<file path="src/hdl/lsi_pkg.sv">
// Package for the line skew interpolator: run types, widths and line limits.
// No dependencies; used by every module of the block.
`default_nettype none
package lsi_pkg;

   localparam int PIX_W    = 32;
   localparam int CH_W     = 8;
   localparam int NUM_CH   = PIX_W / CH_W;
   localparam int SHIFT_W  = 15;
   localparam int WEIGHT_W = 8;
   localparam int LEN_W    = 14;
   localparam int POS_W    = 16;
   localparam int NUM_RUNS = 4;

   localparam logic [LEN_W-1:0] MAX_LINE = LEN_W'(8192);

   // Run slots in output order
   localparam int RUN_LEAD  = 0;
   localparam int RUN_LAND  = 1;
   localparam int RUN_EDGE  = 2;
   localparam int RUN_TRAIL = 3;

   typedef struct packed {
      logic [PIX_W-1:0] pixel;
      logic [LEN_W-1:0] count;
      logic             done;
   } run_type;

   typedef struct packed {
      logic [NUM_RUNS-1:0] valid;
      run_type [NUM_RUNS-1:0] runs;
   } run_bundle_type;

endpackage
`default_nettype wire

</file>
<file path="src/hdl/lsi_blend.sv">
// Per-channel blend against background and edge-corrected landing pixel.
// Depends on lsi_pkg.
`default_nettype none
module lsi_blend
   import lsi_pkg::*;
(
   input  wire logic [PIX_W-1:0]    src_pixel,
   input  wire logic [PIX_W-1:0]    bg_pixel,
   input  wire logic [WEIGHT_W-1:0] weight,
   input  wire logic [PIX_W-1:0]    prev_left,
   output logic      [PIX_W-1:0]    left_pixel,
   output logic      [PIX_W-1:0]    land_pixel
);

   logic [WEIGHT_W:0] inv_weight;

   assign inv_weight = (WEIGHT_W+1)'(1 << WEIGHT_W) - {1'b0, weight};

   always_comb begin
      logic [2*CH_W:0] acc;
      logic [CH_W-1:0] left_ch;
      logic [CH_W-1:0] diff_ch;
      left_pixel = '0;
      land_pixel = '0;
      for (int c = 0; c < NUM_CH; c++) begin
         acc = (2*CH_W+1)'(src_pixel[c*CH_W +: CH_W] * weight)
             + (2*CH_W+1)'(bg_pixel[c*CH_W +: CH_W] * inv_weight);
         left_ch = acc[2*CH_W-1:CH_W];
         // wrap each channel mod 256
         diff_ch = left_ch - prev_left[c*CH_W +: CH_W];
         left_pixel[c*CH_W +: CH_W] = left_ch;
         land_pixel[c*CH_W +: CH_W] = src_pixel[c*CH_W +: CH_W] - diff_ch;
      end
   end

endmodule
`default_nettype wire

</file>
<file path="src/hdl/lsi_line_ctrl.sv">
// Line state (position, previous left, weight, length) and run generation.
// Depends on lsi_pkg and lsi_blend.
`default_nettype none
module lsi_line_ctrl
   import lsi_pkg::*;
(
   input  wire logic                clock,
   input  wire logic                reset,
   input  wire logic                accept,
   input  wire logic [PIX_W-1:0]    bg_pixel,
   input  wire logic [PIX_W-1:0]    src_pixel,
   input  wire logic                first_of_line,
   input  wire logic                last_of_line,
   input  wire logic [SHIFT_W-1:0]  shift,
   input  wire logic [WEIGHT_W-1:0] blend_weight,
   input  wire logic [LEN_W-1:0]    out_length,
   output run_bundle_type           bundle
);

   logic signed [POS_W-1:0] next_position_ff, next_position_in;
   logic [PIX_W-1:0]        previous_left_ff, previous_left_in;
   logic [WEIGHT_W-1:0]     line_weight_ff, line_weight_in;
   logic [LEN_W-1:0]        line_length_ff, line_length_in;

   logic signed [POS_W-1:0] shift_ext, pos_cur, pos_after, len_s, trail_start;
   logic [LEN_W-1:0]        clamped_len;
   logic [PIX_W-1:0]        prev_cur, left_pixel, land_pixel;
   logic                    lead_v, land_v, edge_v, trail_v;
   logic [LEN_W-1:0]        lead_count;

   assign shift_ext = {shift[SHIFT_W-1], shift};

   always_comb begin
      clamped_len = out_length;
      if (out_length == '0) begin
         clamped_len = LEN_W'(1);
      end else if (out_length > MAX_LINE) begin
         clamped_len = MAX_LINE;
      end
   end

   assign line_weight_in = first_of_line ? blend_weight : line_weight_ff;
   assign line_length_in = first_of_line ? clamped_len : line_length_ff;
   assign prev_cur       = first_of_line ? bg_pixel : previous_left_ff;
   assign pos_cur        = first_of_line ? shift_ext : next_position_ff;
   assign len_s          = signed'(POS_W'(line_length_in));

   lsi_blend u_blend (
      .src_pixel  (src_pixel),
      .bg_pixel   (bg_pixel),
      .weight     (line_weight_in),
      .prev_left  (prev_cur),
      .left_pixel (left_pixel),
      .land_pixel (land_pixel)
   );

   // saturate the position at the line length
   assign pos_after        = (pos_cur < len_s) ? pos_cur + POS_W'(1) : pos_cur;
   assign next_position_in = pos_after;
   assign previous_left_in = left_pixel;

   assign lead_v  = first_of_line && (shift_ext > 0);
   assign lead_count = (shift_ext > signed'(POS_W'(clamped_len))) ? clamped_len
                                                                 : shift[LEN_W-1:0];
   assign land_v  = (pos_cur >= 0) && (pos_cur < len_s);
   assign edge_v  = last_of_line && (pos_after < len_s) && (pos_after >= 0);
   assign trail_start = (pos_after >= 0) ? pos_after + POS_W'(1) : '0;
   assign trail_v = last_of_line && (pos_after < len_s) && (trail_start < len_s);

   always_comb begin
      logic signed [POS_W-1:0] trail_count;
      trail_count = len_s - trail_start;
      bundle.valid = {trail_v, edge_v, land_v, lead_v};
      bundle.runs[RUN_LEAD]  = '{pixel: bg_pixel,   count: lead_count,   done: 1'b0};
      bundle.runs[RUN_LAND]  = '{pixel: land_pixel, count: LEN_W'(1),    done: 1'b0};
      bundle.runs[RUN_EDGE]  = '{pixel: left_pixel, count: LEN_W'(1),    done: 1'b0};
      bundle.runs[RUN_TRAIL] = '{pixel: bg_pixel,
                                 count: trail_count[LEN_W-1:0], done: 1'b0};
      // mark the final run of the line
      bundle.runs[RUN_TRAIL].done = last_of_line && trail_v;
      bundle.runs[RUN_EDGE].done  = last_of_line && edge_v && !trail_v;
      bundle.runs[RUN_LAND].done  = last_of_line && land_v && !edge_v && !trail_v;
      bundle.runs[RUN_LEAD].done  = last_of_line && lead_v && !land_v && !edge_v
                                    && !trail_v;
   end

   always_ff @(posedge clock) begin
      if (reset) begin
         next_position_ff <= '0;
         previous_left_ff <= '0;
         line_weight_ff   <= '0;
         line_length_ff   <= '0;
      end else if (accept) begin
         next_position_ff <= next_position_in;
         previous_left_ff <= previous_left_in;
         line_weight_ff   <= line_weight_in;
         line_length_ff   <= line_length_in;
      end
   end

endmodule
`default_nettype wire

</file>
<file path="src/hdl/lsi_run_drain.sv">
// Result register holding up to four runs of one item; drains one run a cycle while out_ready is high.
// Depends on lsi_pkg.
`default_nettype none
module lsi_run_drain
   import lsi_pkg::*;
(
   input  wire logic     clock,
   input  wire logic     reset,
   input  wire run_bundle_type bundle,
   input  wire logic     load_valid,
   output logic          load_ready,
   output logic          out_valid,
   input  wire logic     out_ready,
   output run_type       out_run
);

   logic [NUM_RUNS-1:0] pending_ff, pending_in;
   run_type [NUM_RUNS-1:0] runs_ff, runs_in;
   logic [NUM_RUNS-1:0] sel_onehot;
   logic                last_pending;

   // lowest pending slot goes first
   assign sel_onehot   = pending_ff & (~pending_ff + NUM_RUNS'(1));
   assign last_pending = (pending_ff == sel_onehot);
   assign out_valid    = |pending_ff;
   assign load_ready   = !out_valid || (last_pending && out_ready);

   always_comb begin
      out_run = '0;
      for (int i = 0; i < NUM_RUNS; i++) begin
         if (sel_onehot[i]) begin
            out_run = runs_ff[i];
         end
      end
   end

   always_comb begin
      pending_in = pending_ff;
      runs_in    = runs_ff;
      if (out_valid && out_ready) begin
         pending_in = pending_ff & ~sel_onehot;
      end
      if (load_valid && load_ready) begin
         pending_in = bundle.valid;
         runs_in    = bundle.runs;
      end
   end

   always_ff @(posedge clock) begin
      if (reset) begin
         pending_ff <= '0;
      end else begin
         pending_ff <= pending_in;
      end
   end

   always_ff @(posedge clock) begin
      runs_ff <= runs_in;
   end

endmodule
`default_nettype wire

</file>
<file path="src/hdl/line_skew_interpolator_top.sv">
// Line skew interpolator: one shear pass of a three-shear rotation.
// An item's first run is registered and appears in the cycle after its acceptance.
// Throughput: one item per cycle while each item yields at most one run and the
// receiver is ready; a multi-run item holds the register until its last run goes.
// Reset (synchronous, active high) clears line state, background and pending runs.
`default_nettype none
module line_skew_interpolator_top
   import lsi_pkg::*;
(
   input  wire logic        clock,
   input  wire logic        reset,
   // source items
   input  wire logic        req_tvalid,
   output logic             req_tready,
   // [31:0] src_pixel, [46:32] shift, [54:47] blend_weight, [68:55] out_length
   input  wire logic [71:0] req_tdata,
   // [0] first_of_line
   input  wire logic        req_tuser,
   input  wire logic        req_tlast,     // last_of_line
   // output runs
   output logic             rsp_tvalid,
   input  wire logic        rsp_tready,
   // [31:0] out_pixel, [45:32] repeat_res, [47:46] zero
   output logic [47:0]      rsp_tdata,
   output logic             rsp_tlast,     // line_done
   // background color register
   input  wire logic        csr_valid,
   output logic             csr_ready,
   input  wire logic [31:0] csr_data
);

   logic [PIX_W-1:0] background_ff, background_in;
   logic             req_accept;
   run_bundle_type   bundle;
   run_type          out_run;

   // Background is always writable; the user must write it only while the block is idle; not enforced.
   assign csr_ready     = 1'b1;
   assign background_in = (csr_valid && csr_ready) ? csr_data : background_ff;

   always_ff @(posedge clock) begin
      if (reset) begin
         background_ff <= '0;
      end else begin
         background_ff <= background_in;
      end
   end

   assign req_accept = req_tvalid && req_tready;

   // Line state updates and all runs for the item are formed in one pass.
   lsi_line_ctrl u_line_ctrl (
      .clock         (clock),
      .reset         (reset),
      .accept        (req_accept),
      .bg_pixel      (background_ff),
      .src_pixel     (req_tdata[31:0]),
      .first_of_line (req_tuser),
      .last_of_line  (req_tlast),
      .shift         (req_tdata[46:32]),
      .blend_weight  (req_tdata[54:47]),
      .out_length    (req_tdata[68:55]),
      .bundle        (bundle)
   );

   // Hold the item's runs and hand them out in order, one per cycle while rsp_tready is high.
   lsi_run_drain u_run_drain (
      .clock      (clock),
      .reset      (reset),
      .bundle     (bundle),
      .load_valid (req_tvalid),
      .load_ready (req_tready),
      .out_valid  (rsp_tvalid),
      .out_ready  (rsp_tready),
      .out_run    (out_run)
   );

   assign rsp_tdata = {2'b00, out_run.count, out_run.pixel};
   assign rsp_tlast = out_run.done;

endmodule
`default_nettype wire

</file>
<file path="config.mk">
export PLATFORM = sky130hd
export DESIGN_NAME = line_skew_interpolator_top
export DESIGN_NICKNAME = d
export VERILOG_FILES = /design/src/hdl/lsi_pkg.sv /design/src/hdl/lsi_blend.sv /design/src/hdl/lsi_line_ctrl.sv /design/src/hdl/lsi_run_drain.sv /design/src/hdl/line_skew_interpolator_top.sv
export SDC_FILE = /design/constraint.sdc
export NUM_CORES = 2
export LEC_CHECK = 0
export ABC_AREA = 1
export BUFFER_PORTS_ARGS = -buffer_cell sky130_fd_sc_hd__buf_2
export CORE_UTILIZATION = 30
export CTS_BUF_LIST = sky130_fd_sc_hd__clkbuf_8 sky130_fd_sc_hd__clkbuf_16
export DETAILED_ROUTE_END_ITERATION = 10
export PLACE_DENSITY = 0.52
export SKIP_CTS_REPAIR_TIMING = 1
export SLEW_MARGIN = 30
export SYNTH_ARGS = -nofsm -noshare
export SYNTH_HDL_FRONTEND = slang
export SYNTH_SLANG_ARGS = --single-unit
</file>
<file path="constraint.sdc">
create_clock -name clock -period 11.46 [get_ports clock]
set_clock_uncertainty 0.15 [all_clocks]
set_input_delay 2.292 -clock clock [delete_from_list [all_inputs] [get_ports clock]]
set_output_delay 2.292 -clock clock [all_outputs]
set_load 0.05 [all_outputs]
</file>
### Yosys cells after proc, flatten, opt, wreduce, memory -nomap -nowiden

Cells that the tools add are included.

* register bits: 234
* bits of input ports: 111
* output and inout port bits: 52

* add/subtract/negate cells: 17
* multiply operators: 8
* order comparisons: 8
* equality and inequality tests: 1
* multiplexer cells: 15
* bitwise logic cells: 4
* reduce and logical (&&, ||, !) cells: 26

Operators with widths (count)
* two-way mux 47 bit: 4
* adder 16 bit: 4
* multiplier 8 x 8 -> 16 bit: 4
* multiplier 8 x 9 -> 16 bit: 4
* subtractor 8 bit: 8
* two-way mux 14 bit: 4
* less-than comparator 16 x 15 -> 1 bit: 3
* two-way mux 16 bit: 3
* >= comparator 16 x 1 -> 1 bit, second input constant: 2
* two-way mux 32 bit: 1
* logical AND 1 bit: 18
* adder 16 x 1 -> 16 bit, second input constant: 1
* adder 16 x 2 -> 16 bit, second input constant: 1
* > comparator 15 x 1 -> 1 bit, second input constant: 1
* > comparator 15 bit: 1
* > comparator 14 bit, second input constant: 1
* logical NOT 14 bit: 1
* subtractor 14 bit: 1
* subtractor 9 x 8 -> 9 bit, first input constant: 1
* AND 4 bit: 2
* two-way mux 4 bit: 2
* two-way mux 8 bit: 1
* inverter 4 bit: 2
* adder 4 x 1 -> 4 bit, second input constant: 1
* other kinds (5): 8

### Depth between registers and ports, before layout

* depth in word-level cells: 12
* depth in mapped cells: 50
* gate-level depth less buffers: 48

### Modules after synthesis

From an unflattened synthesis, not the netlist that was laid out.

* cell total of the unflattened synthesis: 4787
* area total of the unflattened synthesis: 37026.8 um2

Modules (own cells, without submodules)
* lsi_blend: times used 1, cells each 2907, area each 21139.0 um2, sequential area each 0.0 um2
* lsi_line_ctrl: times used 1, cells each 1171, area each 7318.3 um2, sequential area each 1401.3 um2
* lsi_run_drain: times used 1, cells each 499, area each 7193.1 um2, sequential area each 5725.5 um2
* line_skew_interpolator_top: times used 1, cells each 210, area each 1376.3 um2, sequential area each 640.6 um2

### Worst setup path before layout

Ideal clock, no wire load.

* path type: input-to-reg
* from: input port req_tuser
* to: register u_run_drain.runs_ff[69] in the netlist's numbering (data pin)
* setup time: 261 ps
* arrival: 10440 ps
* data required time: 11049 ps
* path slack: 609 ps
* cell stages on the path: 44
* cell sequence: inv_2 -> buf_2 -> buf_4 -> nand2_1 -> o21ai_2 -> clkbuf_1 -> ha_1 -> nand2_1 -> nor2_1 -> nand2_1 -> and2_1 -> buf_2 -> inv_1 -> clkbuf_1 -> nor2_1 -> fa_1 -> inv_1 -> fa_1 -> [... 8 more ...] -> a21oi_1 -> nand2_1 -> a21oi_1 -> nor2_1 -> nor2_1 -> inv_1 -> a21oi_1 -> xnor2_1 -> fa_1 -> inv_1 -> ha_1 -> a21oi_1 -> inv_1 -> a21oi_1 -> o21ai_0 -> a21oi_1 -> xor2_1 -> xnor2_1

RTL lines
* start: declaration: line line_skew_interpolator_top.sv:18 `input wire logic req_tuser,`
* end signal: assignment: line lsi_run_drain.sv:58 `runs_ff <= runs_in;`
* end: declaration: line lsi_run_drain.sv:18 `run_type [NUM_RUNS-1:0] runs_ff, runs_in;`

==> summary by stage <==
Clock tree
The clock latency of the later-clocked register in the worst-skew pair is roughly 0.63 ns. The cell sitting at the root of the clock tree is a clkbuf_16. The clock net sink count is approximately 230.

The CTS tree is built. The CTS buffer count is 31. The H-tree level count is 1.

Clock-pin slew was measured on the worst setup and hold paths at about 0.060 ns. The maximum clock insertion buffer count is 3.

Logic synthesis
The portion of synthesized area spent on multiplexers is 0. The netlist uses 55 different library cells. Synthesis produced roughly 3,700 cells. Yosys attributes the largest share of cell area to fa_1 (28%), ha_1 (13%), edfxtp_1 (12%), inv_1 (10%), nand2_1 (7.3%).

After synthesis, the mean cell area works out to just over 8 sq um. Of the total synthesized cell area, the portion taken by full adders, half adders and majority gates is 0.414. Counting flops with a built-in enable in the synthesized netlist gives between 100 and 150. The area fraction in compound gates after synthesis came to 0.0831.

By count the netlist is led by inv_1 (857), nand2_1 (600), fa_1 (433), nor2_1 (378), ha_1 (330). Of the synthesized area, sequential elements account for 0.193. The biggest area contributor in the post-synthesis netlist is fa_1. For this run, the number of Yosys warnings is 0. The mapped netlist covers 30,900 sq um.

The share of synthesized area in the top cell type comes to 0.280. The proportion of register bits with asynchronous set or reset after synthesis is 0. The area share of and/or/nand/nor cells after synthesis is 0.154.

The main combinational cell family by area after synthesis is adder cells. The library cell with the highest instance count after synthesis is inv_1. The most instantiated flip-flop cell in the synthesis netlist is edfxtp_1. The flop and latch count out of synthesis is between 200 and 250. Of the total synthesized cell area, the portion taken by XOR and XNOR cells is 0.0312.

Route
In this run the remaining antenna-violating nets after routing total 0. The detailed-routing iteration count for the pre-antenna-repair pass is 6. The post-route DRC violation count is 0. The post-detailed-routing wire length is 94.6 mm. Dividing the detail-routed via count by the number of cells gives 4.57. The number of vias in the routed layout is between 20,000 and 25,000. The number of DRC violations after detailed-routing iteration 0 is between 1,500 and 2,000.

Dividing the detail-routed wire length by the instance count gives roughly 18 microns.

Hold path
The min-delay analysis places its worst path in the category flip-flop to flip-flop. The worst hold path begins at u_line_ctrl.line_weight_ff[1].

Worst setup path
The largest driver fanout on the critical path is 19. The critical path is of the input pin to flip-flop type. The most numerous cell on the critical path is fa_1. The critical register-to-register path startpoint is u_line_ctrl.line_weight_ff[2]. Among all stages on the critical path, the largest delay is contributed by fa_1. The kind of end point of the critical path is a flip-flop. The data arrival time of the critical path is 10.75 ns.

The largest single stage delay on the critical path is ~0.60 ns. In this run the worst setup path begins at req_tuser. The worst setup path is launched from an input pin. For the worst setup path, the data required time is 11.67 ns.

Floorplanning
The floorplan step defined a die boundary enclosing between 100,000 and 150,000 sq um. The width of the die is 323 microns. The floorplan row count is around 120.

During I/O placement, the number of pins put on the boundary was around 160. The floorplan step set the die height to around 320 microns. The starting utilization of the core area is 0.303.

The core area is 102,000 sq um.

STA
The worst slew margin relative to its limit is 0.358. The final-layout setup total negative slack is 0 ns. The top achievable clock speed is about 95 MHz. Setup repair after global routing left no endpoint under its margin. At the pin with the least slew margin, the transition time is ~0.96 ns. The final-report hold violation count is 0. Dividing the final minimum period by the clock period gives 0.920. Setup violations remaining at the end of the flow were counted as 0. The final number of max-transition violations was 0. The clock period minus final worst setup slack is 10.54 ns.

Place
The number of I/O port buffers is approximately 160. The wire-length estimate of the detail-placed layout is 74.2 mm. Routability-driven placement finished with a final weighted congestion of around 0.87.

The area of placed instances is around 33,000 sq um.

Global routing
The number of antenna violations at the first check in global routing is 11. The pin count of the biggest net entering global routing is 80. Summed over all layers, the global routing overflow is 0. The number of global-route vias before repair is about 25,000. The overall track demand over capacity in global routing is 0.185. The first global-routing pass estimated about 150 mm of wire.

Status
The flow ran to the end, and the final reports show no timing, DRC or antenna violations.

Layout
The fraction of final layout cells with drive strength greater than 1 is 0.0932. After the last flow step, the layout net total stands at between 4,000 and 5,000. The design area is between 30,000 and 40,000 sq um.

The final-layout fill cell count is roughly 11,000. Relative to the synthesized area, the layout overhead comes to 11.7%.

Run
The number of max-capacitance violations reported is 0.
==> per-layer routing <==
layer | share of wire | global-route usage | vias up | wire, microns
li1 | - | - | 11632 | -
met1 | 0.45 | 0.250 | 11706 | 42300
met2 | 0.47 | 0.310 | 571 | 44700
met3 | 0.054 | 0.0251 | 118 | 5140
met4 | 0.026 | 0.0492 | 8 | 2420
met5 | 0.00051 | 0 | - | 48
==> stage by stage <==
step	worst slack, ns	hold WS [ns]	utilization	std cells
after floorplan	0.609	0.256	-	3730
after detailed placement	0.272	0.298	0.328	5195
after CTS	0.912	0.307	0.339	5253
final	0.919	0.311	0.339	5258
after global placement	0.294	0.290	0.328	5195
after global routing	0.236	0.328	0.339	5256
==> layout by cell type (no fill, tap or decap), types with 15 or more instances in the layout <==
cell type,synthesis,routed
xor2_1,72,72
edfxtp_1,128,128
o21bai_1,28,28
fa_1,433,433
o21ai_0,204,201
ha_1,330,330
xnor2_1,38,38
nand3_1,100,100
a21oi_1,127,127
o211ai_1,28,28
o21ai_2,10,15
clkbuf_16,0,31
dfxtp_1,106,105
nand2_1,600,599
inv_1,857,861
buf_4,5,65
buf_2,11,155
nor2_1,378,376
==> area by class of cell <==
class	instances	area, sq um	share of cell area
multi-input cells	2490	21200	0.612
flip-flops and latches	234	5970	0.173
inverters	881	3310	0.0957
well taps	1368	1710	0.0495
repair buffers	222	1300	0.0377
clock buffers	35	831	0.0240
clock inverters	23	272	0.00786
diodes	5	12.5	0.000362
==> cells by family (layout without fill, tap and decap cells) <==
family	after synthesis	after routing
other	2	8
AOI/OAI and AO/OA	448	448
xor gates and xnor gates	110	110
adders and majority gates	763	763
buffers and inverters	1006	1161
DFF	234	234
and+or+nand+nor	1166	1166
==> worst max-delay path, delay by kind of cell <==
kind	cells	cell delay (ns)
fa+ha+maj	9	4.18
buf+inv	11	1.64
compound gates	7	1.21
xor+xnor	3	0.41
simple gates	8	0.98
==> final timing paths <==
path | to | slack (ns) | depth (start not counted)
max reg2reg | u_run_drain.runs_ff[69] | 2.60 | 37
min | u_line_ctrl.line_weight_ff[1] | 0.31 | 2
max | u_run_drain.runs_ff[69] | 0.92 | 38
min reg2reg | u_line_ctrl.line_weight_ff[1] | 0.31 | 2
==> sequential cells by signal (all words and copies together) (netlist names) <==
| signal | cells |
|---|---|
| u_line_ctrl.line_weight_ff | 8 |
| u_run_drain.pending_ff | 4 |
| u_line_ctrl.line_length_ff | 14 |
| u_line_ctrl.previous_left_ff | 32 |
| u_run_drain.runs_ff | 128 |
| u_line_ctrl.next_position_ff | 16 |
| background_ff | 32 |
Power is left out: the tool's default activity adds up to more than one toggle a clock period on the data nets, which glitch-free logic cannot reach.
